$ cat src/rtl/lkv_pkg.sv
// ----------------------------------------------------------------------------
// lkv_pkg
// Shared types and constants for the least-recently-used key/value store.
// ----------------------------------------------------------------------------
package lkv_pkg;

  localparam int ENTRIES_DEFAULT = 16;
  localparam int KEY_W           = 32;
  localparam int VAL_W           = 32;
  localparam int CAP_W           = 5;

  localparam logic [CAP_W-1:0] CAP_RESET  = 5'd16;
  localparam logic [VAL_W-1:0] MISS_VALUE = '1;

  localparam logic ACT_GET = 1'b0;
  localparam logic ACT_PUT = 1'b1;

  // commands from the controller to the datapath
  typedef struct packed {
    logic load;
    logic search;
    logic update;
    logic result;
  } lkv_cmd_t;

  // status from the datapath to the controller
  typedef struct packed {
    logic is_put;
  } lkv_status_t;

endpackage

$ cat src/rtl/lkv_if.sv
// ----------------------------------------------------------------------------
// lkv_if
// Channel interfaces: request, response and capacity write.
// ----------------------------------------------------------------------------
interface lkv_req_if;
  logic                                valid;
  logic                                ready;
  logic                                action;
  logic signed [lkv_pkg::KEY_W-1:0]    key;
  logic signed [lkv_pkg::VAL_W-1:0]    value;

  modport source (output valid, output action, output key, output value, input ready);
  modport sink   (input valid, input action, input key, input value, output ready);
endinterface

interface lkv_rsp_if;
  logic                                valid;
  logic                                ready;
  logic                                found;
  logic signed [lkv_pkg::VAL_W-1:0]    read_value;

  modport source (output valid, output found, output read_value, input ready);
  modport sink   (input valid, input found, input read_value, output ready);
endinterface

interface lkv_cfg_if;
  logic                                valid;
  logic                                ready;
  logic        [lkv_pkg::CAP_W-1:0]    capacity_in_use;

  modport source (output valid, output capacity_in_use, input ready);
  modport sink   (input valid, input capacity_in_use, output ready);
endinterface

$ cat src/rtl/lkv_ram.sv
// ----------------------------------------------------------------------------
// lkv_ram
// Generic single-port RAM with registered read.
// ----------------------------------------------------------------------------
module lkv_ram #(
  parameter int WIDTH = 32,
  parameter int DEPTH = 16
) (
  input  logic                                 clk,
  input  logic                                 we,
  input  logic                                 re,
  input  logic [(DEPTH > 1 ? $clog2(DEPTH) : 1)-1:0] addr,
  input  logic [WIDTH-1:0]                     wdata,
  output logic [WIDTH-1:0]                     rdata
);

  logic [WIDTH-1:0] mem [DEPTH];

  always_ff @(posedge clk) begin
    if (we) begin
      mem[addr] <= wdata;
    end
    if (re) begin
      rdata <= mem[addr];
    end
  end

endmodule

$ cat src/rtl/lkv_ctrl.sv
// ----------------------------------------------------------------------------
// lkv_ctrl
// Sequencer: accept, search, update, then hand over the result of a get.
// ----------------------------------------------------------------------------
module lkv_ctrl (
  input  logic                 clk,
  input  logic                 rst,
  input  logic                 req_valid,
  output logic                 req_ready,
  output logic                 rsp_valid,
  input  logic                 rsp_ready,
  output lkv_pkg::lkv_cmd_t    cmd,
  input  lkv_pkg::lkv_status_t status
);

  typedef enum logic [1:0] {
    S_IDLE,
    S_SEARCH,
    S_UPDATE,
    S_RESULT
  } state_t;

  state_t state;

  assign req_ready = (state == S_IDLE);

  always_comb begin
    cmd        = '0;
    cmd.load   = (state == S_IDLE) && req_valid;
    cmd.search = (state == S_SEARCH);
    cmd.update = (state == S_UPDATE);
    // output register free or being emptied this cycle
    cmd.result = (state == S_RESULT) && (!rsp_valid || rsp_ready);
  end

  always_ff @(posedge clk) begin
    if (rst) begin
      state     <= S_IDLE;
      rsp_valid <= 1'b0;
    end else begin
      // a new result may replace the one leaving in the same cycle
      if (cmd.result) begin
        rsp_valid <= 1'b1;
      end else if (rsp_valid && rsp_ready) begin
        rsp_valid <= 1'b0;
      end
      unique case (state)
        S_IDLE: begin
          if (req_valid) begin
            state <= S_SEARCH;
          end
        end
        S_SEARCH: begin
          state <= S_UPDATE;
        end
        S_UPDATE: begin
          state <= (status.is_put == lkv_pkg::ACT_PUT) ? S_IDLE : S_RESULT;
        end
        S_RESULT: begin
          if (cmd.result) begin
            state <= S_IDLE;
          end
        end
        default: begin
          state <= S_IDLE;
        end
      endcase
    end
  end

endmodule

$ cat src/rtl/lkv_datapath.sv
// ----------------------------------------------------------------------------
// lkv_datapath
// Key match array, recency ranks, occupancy, value RAM and result register.
// ----------------------------------------------------------------------------
module lkv_datapath #(
  parameter int ENTRIES = lkv_pkg::ENTRIES_DEFAULT
) (
  input  logic                              clk,
  input  logic                              rst,
  input  lkv_pkg::lkv_cmd_t                 cmd,
  output lkv_pkg::lkv_status_t              status,
  input  logic                              in_action,
  input  logic        [lkv_pkg::KEY_W-1:0]  in_key,
  input  logic        [lkv_pkg::VAL_W-1:0]  in_value,
  input  logic                              cap_we,
  input  logic        [lkv_pkg::CAP_W-1:0]  cap_data,
  output logic                              found,
  output logic        [lkv_pkg::VAL_W-1:0]  read_value
);

  localparam int IW   = (ENTRIES > 1) ? $clog2(ENTRIES) : 1;
  localparam int CW   = $clog2(ENTRIES + 1);
  localparam int CMPW = (CW > lkv_pkg::CAP_W) ? CW : lkv_pkg::CAP_W;

  // item registers
  logic                        act_q;
  logic [lkv_pkg::KEY_W-1:0]   key_q;
  logic [lkv_pkg::VAL_W-1:0]   val_q;

  // stored state
  logic [lkv_pkg::CAP_W-1:0]   capacity;
  logic [lkv_pkg::KEY_W-1:0]   entry_key [ENTRIES];
  logic [IW-1:0]               rank      [ENTRIES];
  logic [CW-1:0]               occ;

  // search results
  logic [ENTRIES-1:0]          match_q;
  logic [ENTRIES-1:0]          victim_q;
  logic                        free_q;
  logic                        hit_q;

  logic [ENTRIES-1:0]          valid;
  logic [CW-1:0]               occ_m1;
  logic [lkv_pkg::CAP_W-1:0]   cap_lo;
  logic                        free_now;
  logic [IW-1:0]               hit_idx;
  logic [IW-1:0]               victim_idx;
  logic [IW-1:0]               hit_rank;
  logic [IW-1:0]               sel;
  logic [IW-1:0]               sel_rank;
  logic [lkv_pkg::VAL_W-1:0]   ram_rdata;
  logic                        ram_we;
  logic                        ram_re;

  assign status.is_put = act_q;

  // slots fill in index order and are never freed, so valid is a prefix
  always_comb begin
    for (int i = 0; i < ENTRIES; i++) begin
      valid[i] = (CW'(i) < occ);
    end
  end

  assign occ_m1   = occ - CW'(1);
  assign cap_lo   = (capacity == '0) ? lkv_pkg::CAP_W'(1) : capacity;
  assign free_now = (occ != CW'(ENTRIES)) && (CMPW'(occ) < CMPW'(cap_lo));

  // one-hot to index and rank of the hit, and to index of the victim
  always_comb begin
    hit_idx    = '0;
    victim_idx = '0;
    hit_rank   = '0;
    for (int i = 0; i < ENTRIES; i++) begin
      if (match_q[i]) begin
        hit_idx  = hit_idx | IW'(i);
        hit_rank = hit_rank | rank[i];
      end
      if (victim_q[i]) begin
        victim_idx = victim_idx | IW'(i);
      end
    end
  end

  // a free slot insert is a touch from rank occ: every valid entry ages
  always_comb begin
    priority if (hit_q) begin
      sel      = hit_idx;
      sel_rank = hit_rank;
    end else if (free_q) begin
      sel      = IW'(occ);
      sel_rank = IW'(occ);
    end else begin
      sel      = victim_idx;
      sel_rank = IW'(occ_m1);
    end
  end

  always_ff @(posedge clk) begin
    if (cmd.load) begin
      act_q <= in_action;
      key_q <= in_key;
      val_q <= in_value;
    end
    if (cmd.search) begin
      for (int i = 0; i < ENTRIES; i++) begin
        match_q[i]  <= valid[i] && (entry_key[i] == key_q);
        victim_q[i] <= valid[i] && (rank[i] == IW'(occ_m1));
      end
      free_q <= free_now;
    end
  end

  always_ff @(posedge clk) begin
    if (cmd.search) begin
      hit_q <= 1'b0;
      for (int i = 0; i < ENTRIES; i++) begin
        if (valid[i] && (entry_key[i] == key_q)) begin
          hit_q <= 1'b1;
        end
      end
    end
  end

  // ranks and occupancy; a get that misses leaves them alone
  always_ff @(posedge clk) begin
    if (rst) begin
      occ <= '0;
      for (int i = 0; i < ENTRIES; i++) begin
        rank[i] <= '0;
      end
    end else if (cmd.update && (act_q || hit_q)) begin
      for (int i = 0; i < ENTRIES; i++) begin
        if (IW'(i) == sel) begin
          rank[i] <= '0;
        end else if (valid[i] && (rank[i] < sel_rank)) begin
          rank[i] <= rank[i] + IW'(1);
        end
      end
      if (act_q && !hit_q && free_q) begin
        occ <= occ + CW'(1);
      end
    end
  end

  always_ff @(posedge clk) begin
    if (cmd.update && act_q && !hit_q) begin
      entry_key[sel] <= key_q;
    end
  end

  always_ff @(posedge clk) begin
    if (rst) begin
      capacity <= lkv_pkg::CAP_RESET;
    end else if (cap_we) begin
      capacity <= cap_data;
    end
  end

  assign ram_we = cmd.update && act_q;
  assign ram_re = cmd.update && !act_q && hit_q;

  lkv_ram #(
    .WIDTH (lkv_pkg::VAL_W),
    .DEPTH (ENTRIES)
  ) u_value_ram (
    .clk   (clk),
    .we    (ram_we),
    .re    (ram_re),
    .addr  (sel),
    .wdata (val_q),
    .rdata (ram_rdata)
  );

  always_ff @(posedge clk) begin
    if (cmd.result) begin
      found      <= hit_q;
      read_value <= hit_q ? ram_rdata : lkv_pkg::MISS_VALUE;
    end
  end

  a_occ_bound : assert property (@(posedge clk) disable iff (rst)
    occ <= CW'(ENTRIES))
    else $error("occupancy above entry count");

  a_match_unique : assert property (@(posedge clk) disable iff (rst)
    cmd.update |-> $onehot0(match_q))
    else $error("key matched in more than one slot");

  a_victim_unique : assert property (@(posedge clk) disable iff (rst)
    (cmd.update && occ != '0) |-> $onehot(victim_q))
    else $error("no single least recent entry");

  a_occ_grow : assert property (@(posedge clk) disable iff (rst)
    (cmd.update && act_q && !hit_q && free_q) |=> (occ == $past(occ) + CW'(1)))
    else $error("insert into free slot did not grow occupancy");

endmodule

$ cat src/rtl/lru_key_value_store.sv
// ----------------------------------------------------------------------------
// lru_key_value_store
// Fully associative key/value store with least-recently-used replacement.
//
//   channel  dir  payload                          one item is
//   req      in   action, key, value               a get or a put
//   rsp      out  found, read_value                the answer to a get
//   cfg      in   capacity_in_use                  a capacity write
//
// a put returns to ready after the rank update, a get after the result load; the
// sequence is accept, parallel key compare, rank update with value ram
// access, result load. a new item is taken while a result still waits.
// reset is synchronous; occupancy and ranks clear, capacity returns to 16.
// a get stalls in its last step only while the result register is full and not being emptied.
// ----------------------------------------------------------------------------
module lru_key_value_store #(
  parameter int ENTRIES = lkv_pkg::ENTRIES_DEFAULT
) (
  input  logic          clk,
  input  logic          rst,
  lkv_req_if.sink       req,
  lkv_rsp_if.source     rsp,
  lkv_cfg_if.sink       cfg
);

  lkv_pkg::lkv_cmd_t    cmd;
  lkv_pkg::lkv_status_t status;

  // capacity writes are taken in any cycle
  assign cfg.ready = 1'b1;

  lkv_ctrl u_ctrl (
    .clk       (clk),
    .rst       (rst),
    .req_valid (req.valid),
    .req_ready (req.ready),
    .rsp_valid (rsp.valid),
    .rsp_ready (rsp.ready),
    .cmd       (cmd),
    .status    (status)
  );

  lkv_datapath #(
    .ENTRIES (ENTRIES)
  ) u_datapath (
    .clk        (clk),
    .rst        (rst),
    .cmd        (cmd),
    .status     (status),
    .in_action  (req.action),
    .in_key     (req.key),
    .in_value   (req.value),
    .cap_we     (cfg.valid && cfg.ready),
    .cap_data   (cfg.capacity_in_use),
    .found      (rsp.found),
    .read_value (rsp.read_value)
  );

endmodule
$ cat src/flat_wrapper.sv
// flat-port wrapper written by rule: the top's interface ports become plain ports
module lru_key_value_store_flat 
#(
  parameter int ENTRIES = lkv_pkg::ENTRIES_DEFAULT
)
  (clk, rst, req_valid, req_action, req_key, req_value, req_ready, rsp_valid, rsp_found, rsp_read_value, rsp_ready, cfg_valid, cfg_capacity_in_use, cfg_ready);
  lkv_req_if req_i ();
  lkv_rsp_if rsp_i ();
  lkv_cfg_if cfg_i ();
  input  logic clk;
  input  logic rst;
  input wire logic [$bits(req_i.valid)-1:0] req_valid;
  input wire logic [$bits(req_i.action)-1:0] req_action;
  input wire logic [$bits(req_i.key)-1:0] req_key;
  input wire logic [$bits(req_i.value)-1:0] req_value;
  output wire logic [$bits(req_i.ready)-1:0] req_ready;
  output wire logic [$bits(rsp_i.valid)-1:0] rsp_valid;
  output wire logic [$bits(rsp_i.found)-1:0] rsp_found;
  output wire logic [$bits(rsp_i.read_value)-1:0] rsp_read_value;
  input wire logic [$bits(rsp_i.ready)-1:0] rsp_ready;
  input wire logic [$bits(cfg_i.valid)-1:0] cfg_valid;
  input wire logic [$bits(cfg_i.capacity_in_use)-1:0] cfg_capacity_in_use;
  output wire logic [$bits(cfg_i.ready)-1:0] cfg_ready;
  assign req_i.valid = req_valid;
  assign req_i.action = req_action;
  assign req_i.key = req_key;
  assign req_i.value = req_value;
  assign req_ready = req_i.ready;
  assign rsp_valid = rsp_i.valid;
  assign rsp_found = rsp_i.found;
  assign rsp_read_value = rsp_i.read_value;
  assign rsp_i.ready = rsp_ready;
  assign cfg_i.valid = cfg_valid;
  assign cfg_i.capacity_in_use = cfg_capacity_in_use;
  assign cfg_ready = cfg_i.ready;
  lru_key_value_store #(.ENTRIES(ENTRIES)) u_core (.clk(clk), .rst(rst), .req(req_i), .rsp(rsp_i), .cfg(cfg_i));
endmodule
$ cat config.mk
export PLATFORM = sky130hd
export DESIGN_NAME = lru_key_value_store_flat
export DESIGN_NICKNAME = d
export VERILOG_FILES = /design/src/rtl/lkv_pkg.sv /design/src/rtl/lkv_if.sv /design/src/rtl/lkv_ram.sv /design/src/rtl/lkv_ctrl.sv /design/src/rtl/lkv_datapath.sv /design/src/rtl/lru_key_value_store.sv /design/src/flat_wrapper.sv
export SDC_FILE = /design/constraint.sdc
export NUM_CORES = 2
export LEC_CHECK = 0
export BUFFER_PORTS_ARGS = -buffer_cell sky130_fd_sc_hd__buf_2
export CAP_MARGIN = 20
export CORE_MARGIN = 3
export CORE_UTILIZATION = 50
export CTS_CLUSTER_DIAMETER = 100
export DETAILED_ROUTE_END_ITERATION = 10
export HOLD_SLACK_MARGIN = 0.1
export PLACE_DENSITY = 0.66
export SYNTH_ARGS = -nofsm -noshare
export SYNTH_HDL_FRONTEND = slang
export SYNTH_HIERARCHICAL = 1
export SYNTH_SLANG_ARGS = --single-unit
$ cat constraint.sdc
create_clock -name clk -period 6 [get_ports clk]
set_clock_uncertainty 0.2 [all_clocks]
set_input_delay 0.6 -clock clk [delete_from_list [all_inputs] [get_ports clk]]
set_output_delay 0.6 -clock clk [all_outputs]
set_load 0.1 [all_outputs]
======== After elaboration in Yosys (flattened, before gate mapping) ========
Memory sizes are Yosys's and may differ from the RTL's. A register that Yosys moved wholly into a read port is not among the register bits.
Index checks and enable logic that the tools add are counted.
storage, ports and cells
  bits of input ports ..................... 75
  memories ................................ 3
  register bits after elaboration ......... 145
  word-level logic and storage cells ...... 478
  memory bits (writable) .................. 1088
memories
  memory                             words  width  rd ports  clocked after memory_dff  wr ports  RTL line            RTL
  u_core.u_datapath.entry_key        16     32     16        0                         1         lkv_datapath.sv:32  logic [lkv_pkg::KEY_W-1:0] entry_key [ENTRIES];
  u_core.u_datapath.u_value_ram.mem  16     32     1         1                         1         lkv_ram.sv:17       logic [WIDTH-1:0] mem [DEPTH];
  u_core.u_datapath.rank             16     4      16        0                         16        lkv_datapath.sv:33  logic [IW-1:0] rank [ENTRIES];
cells by class
  order comparisons ....................... 33
  bitwise logic cells ..................... 47
  reduce and logical (&&, ||, !) cells .... 71
  mux-type cells .......................... 240
  equality and inequality tests ........... 53
  add/sub/neg operators ................... 18
operators with widths
  kind                 number
  $eq 32x32->1         16
  $mux 4               68
  $mux 1               155
  $add 4x1->4 const B  16
  $eq 4x4->1           16
  $lt 4x4->1           16
  $or 4x4->4           15
  $logic_and 1x1->1    59
  $lt 4x5->1 const A   8
  $eq 4x4->1 const A   8
  $or 1x1->1           32
  $mux 3               8
  $lt 3x5->1 const A   4
  $eq 3x4->1 const A   4
  $reduce_or 15->1     1
  $mux 2               7
  $lt 1x5->1 const A   2
  $lt 2x5->1 const A   2
  $eq 2x4->1 const A   2
  $pmux 2 s4           1
  $add 5x1->5 const B  1
  $logic_not 5->1      1
  $lt 5x5->1           1
  $mux 5               1
  13 further kinds     18

======== Longest topological paths before layout ========
An unclocked memory read counts as a cell.
  depth in word-level cells ............... 41
  gate-level depth with buffers ........... 12

======== By module ========
The synthesis kept the hierarchy.
modules (own cells, without submodules)
  module               cells an instance  instances  area an instance (µm²)  seq. area each (µm²)
  lkv_datapath         2152               1          31884.3                 21430.6
  lkv_ram              840                1          20183.1                 16335.7
  lkv_ctrl             18                 1          146.4                   60.1
  lru_key_value_store  2                  1          11.3                    0.0

======== Least setup slack after synthesis ========
Ideal clock, no wire load.
  path kind ............................... register to register
  from .................................... register u_core.u_datapath.match_q[7]
  to ...................................... memory u_core.u_datapath.u_value_ram.mem[0][0] (enable)
  buffers on the path ..................... 1
  clock period less this slack ............ 4.735 ns
  path slack .............................. 1.265 ns
  data arrival time ....................... 4.074 ns
  required time ........................... 5.339 ns
  cell stages (with the launch flop) ...... 6
  cell sequence ........................... edfxtp_1 -> or4_1 -> o22a_1 -> buf_2 -> or3b_2 -> nor3_1
between the ends
  longest elaborated chain between the ends .. 10
ends and longest elaborated chain
  what                               RTL line             RTL
  from (decl)                        lkv_datapath.sv:37   logic [ENTRIES-1:0] match_q;
  from (signal, indexed assignment)  lkv_datapath.sv:106  match_q[i] <= valid[i] && (entry_key[i] == key_q);
  $mux 3                             lkv_datapath.sv:74   if (match_q[i]) begin
  $mux 4 (8 in a row)                lkv_datapath.sv:74
  $mux 4                             lkv_datapath.sv:86   priority if (hit_q) begin
  via u_core.u_datapath.sel[2]       lkv_datapath.sv:49   logic [IW-1:0] sel;
  to (decl)                          lkv_ram.sv:17
The timed path passes the listed nets, and every way through them passes these cells.

==> results_dict.tcl <==
set metrics [dict create \
    status "finished, final reports clean" \
    maxCapViolCount 0 \
    grt_overflow_total 0 \
    drive_gt1_share_pct 17.1 \
    r2r_cells 11 \
    gp_congestion 0.923 \
    place_area_um2 54800 \
    placementRows 117 \
    final_nets 3441 \
    grt_util_met1_pct 34.1 \
    ys_types 70 \
    grt_usage_pct 23.9 \
    syn_area_per_cell_um2 17.3 \
    ys_ff_latch 1264 \
    critPathCaptureType "flip-flop" \
    antenna_found_initial 4 \
    synth_top_area_share_pct 71.9 \
    rsz0062_at_grt "false" \
    n_fill_cell 7626 \
    synthCells 3012 \
    root_buffer "clkbuf_16" \
    syn_to_final_growth_pct 14.6 \
    syn_nets 3158 \
    final_area_um2 59900 \
    cts_sinks 1264 \
    power_density_nw_per_um2 317 \
    firstDrtPassIters 6 \
    synth-edff-count 1251 \
    min_to "u_core/u_datapath/occ[0]" \
    critPathTopFamily "compound AO/OA/AOI/OAI gates" \
    netlist_area_um2 52200 \
    wl_um 128000 \
    dieArea_um2 108000 \
    power.leakage_nw 19.8 \
    tightest_slew_ns 1.19 \
    synth-async-reset-ratio_pct 0 \
    synthTopCellsByArea "edfxtp_1, xor2_1, mux4_2" \
    dp_hpwl_um 76500 \
    synth-main-ff-cell "edfxtp_1" \
    tritoncts "built" \
    antenna_left 0 \
    path_clk_slew_ns 0.06 \
    layout_setup_ws_ns 1.53 \
    grt_pass1_vias 28600 \
    ys_warn_count 6 \
    cp-start-kind "flip-flop" \
    crit_path_max_fanout 10 \
    period_minus_slack_ns 4.47 \
    htreeDepth 4 \
    grt_max_degree 72 \
    fp.dieH_um 329 \
    vias_per_cell 5.90 \
    busiest_layer "met2" \
    reg2reg_from "u_core/u_datapath/occ[0]" \
    critPathRequiredTime_ns 6.22 \
    drtIter0Drc 2880 \
    start_util_pct 50.8 \
    placed_cells_incl_taps 4451 \
    total_power_mw 19.0 \
    vias 28100 \
    stdcell_count 4762 \
    clock_path_buffers 3 \
    hold_ws_ns 0.309 \
    setup_viol 0 \
    core_area_um2 103000 \
    cts_buffers 131 \
    met2_usage_pct 37.7 \
    utilization_pct 58.2 \
    cts_resized 0 \
    die_w_um 329 \
    fin_tns_setup_ns 0 \
    hold_path.class "in -> reg" \
    cpPeakStageDelay_ns 0.78 \
    cp_num_buf_inv 2 \
    cp.arrival_ns 4.70 \
    max_slew_margin_pct 20.2 \
    min-delay-start "rst" \
    synth_top_area_cell "edfxtp_1" \
    path_cells "clkinv_1, ha_1, nand2_1, xnor2_1, o21ai_1, buf_4, ha_1, a21oi_1, o21ai_0, a2111o_1, nand2_1" \
    port_buffers 109 \
    worstHoldPathCells 3 \
    cpMaxStageDelayCell "o21ai_1" \
    insertion_delay_ns 0.74 \
    finalCritPeriodShare_pct 74.6 \
    grt_pass1_wl_um 189000 \
    crit_type "reg -> reg" \
    drc 0 \
    ys_seq_area_share_pct 72.4 \
    finalMaxSlewViolations 0 \
    pre_cts_slack_ns 1.57 \
    reg2reg_to "u_core/u_datapath/rank[0][28]" \
    hold_violations 0 \
    wl_per_cell_um 26.9 \
    timing.reg2reg.setup_slack_ns 1.53 \
    timing.fmax_mhz 223 \
    pin_count 111 \
    peakVddDrop_v 0.000273 \
    use_met3_pct 4.41 \
]
-- kinds of logic (layout without fill, tap and decap cells) --
group | count (synthesis) | count (layout) | synth area share (%)
DFF | 1264 | 1264 | 72.4
xor gates and xnor gates | 610 | 610 | 10.2
buffers and inverters | 167 | 548 | 1.44
other | 1 | 2 | 0.00718
adders and majority gates | 71 | 71 | 1.70
and+or+nand+nor | 555 | 555 | 5.64
muxes | 133 | 133 | 5.62
AOI/OAI and AO/OA | 211 | 211 | 2.92
-- routing by layer --
| layer | wire [um] | vias up |
|---|---|---|
| li1 | - | 12200 |
| met1 | 54000 | 14500 |
| met2 | 60800 | 1184 |
| met3 | 10000 | 234 |
| met4 | 3500 | 4 |
| met5 | 23 | - |
-- worst register-to-register path: cells and delay by family (launching register included) --
kind | cells | cell delay, ns
AO/OA/AOI/OAI | 4 | 1.51
XOR/XNOR | 1 | 0.09
adder cells (fa/ha/maj) | 2 | 0.62
buffers and inverters | 2 | 0.75
flip-flops | 1 | 0.69
AND/OR/NAND/NOR | 2 | 0.31
-- cells in the mapped netlist (5+ instances only) --
cell / instances
buf_6: 6
nor3_1: 45
xor2_1: 427
a211oi_1: 7
nor2b_1: 8
nor4_1: 126
o211ai_1: 13
inv_1: 24
nor3b_1: 5
dfxtp_1: 13
o21ai_0: 13
a22oi_1: 72
o31ai_1: 7
mux4_2: 128
xnor2_1: 182
nor2_1: 109
ha_1: 71
nand2b_1: 35
or3_1: 5
nand4_1: 53
edfxtp_1: 1251
a2111oi_0: 6
a221oi_1: 12
nand3_1: 45
nand2_1: 89
buf_2: 53
a22o_1: 11
a21oi_1: 47
clkbuf_1: 74
mux2i_1: 5
-- cell type report --
cell class                      instances  area (um^2)  area share (%)
Timing Repair Buffer                  290         2120            3.55
Multi-Input combinational cell       1581        13900            23.1
Clock inverter                         69          741            1.24
Sequential cell                      1264        37800            63.2
Clock buffer                          162         3490            5.83
Antenna cell                            1         2.50         0.00418
Tap cell                             1368         1710            2.86
Inverter                               27          114           0.190
-- repair_timing --
item,4_1_cts,5_1_grt
hold buffers,78,0
hold endpoints to repair,72,0
setup buffers,0,0
-- worst max path at each step --
stage / startpoint / cells after the start / endpoint / slack [ns]
after global placement: u_core/u_datapath/occ[0] / 9 / u_core/u_datapath/u_value_ram/rdata[20] / 1.66
after global routing: u_core/u_datapath/hit_q / 8 / u_core/u_datapath/rank[1][29] / 1.27
after CTS: u_core/u_datapath/occ[0] / 9 / u_core/u_datapath/u_value_ram/rdata[20] / 1.59
final: u_core/u_datapath/occ[0] / 11 / u_core/u_datapath/rank[0][28] / 1.53
after detailed placement: u_core/u_datapath/occ[0] / 9 / u_core/u_datapath/u_value_ram/rdata[20] / 1.57
after floorplan: u_core/u_datapath/match_q[7] / 5 / u_core/u_datapath/u_value_ram/mem[0][0] / 1.26
-- layout by cell type (no fill, tap or decap), types with 23 or more instances in the layout --
master,Yosys,layout
a22oi_1,72,72
xor2_1,427,426
nor2_1,109,80
a21oi_1,47,46
buf_2,53,110
nand3_1,45,45
clkbuf_16,0,135
clkbuf_1,74,26
inv_1,24,23
mux4_2,128,128
nand2_1,89,89
nor4_1,126,126
nor3_1,45,39
buf_4,4,100
xnor2_1,182,182
edfxtp_1,1251,1251
nand2b_1,35,35
dlygate4sd3_1,0,78
ha_1,71,71
clkinv_1,1,29
nand4_1,53,53
-- where the power goes --
group,switching [mW],internal (mW)
registers,0.173,9.83
clock network,3.37,4.60
logic,0.615,0.370
-- sequential cells by signal, indices dropped and copies added (netlist names) --
signal / flops
u_core/u_ctrl/rsp_valid: 1
u_core/u_ctrl/state: 2
u_core/u_datapath/capacity: 5
u_core/u_datapath/entry_key: 512
u_core/u_datapath/found: 1
u_core/u_datapath/free_q: 1
u_core/u_datapath/hit_q: 1
u_core/u_datapath/key_q: 32
u_core/u_datapath/match_q: 16
u_core/u_datapath/occ: 5
u_core/u_datapath/rank: 64
u_core/u_datapath/read_value: 32
u_core/u_datapath/status: 1
u_core/u_datapath/u_value_ram/mem: 512
u_core/u_datapath/u_value_ram/rdata: 32
u_core/u_datapath/val_q: 32
u_core/u_datapath/victim_q: 15
Note: power is estimated with default switching activity, not from simulation.
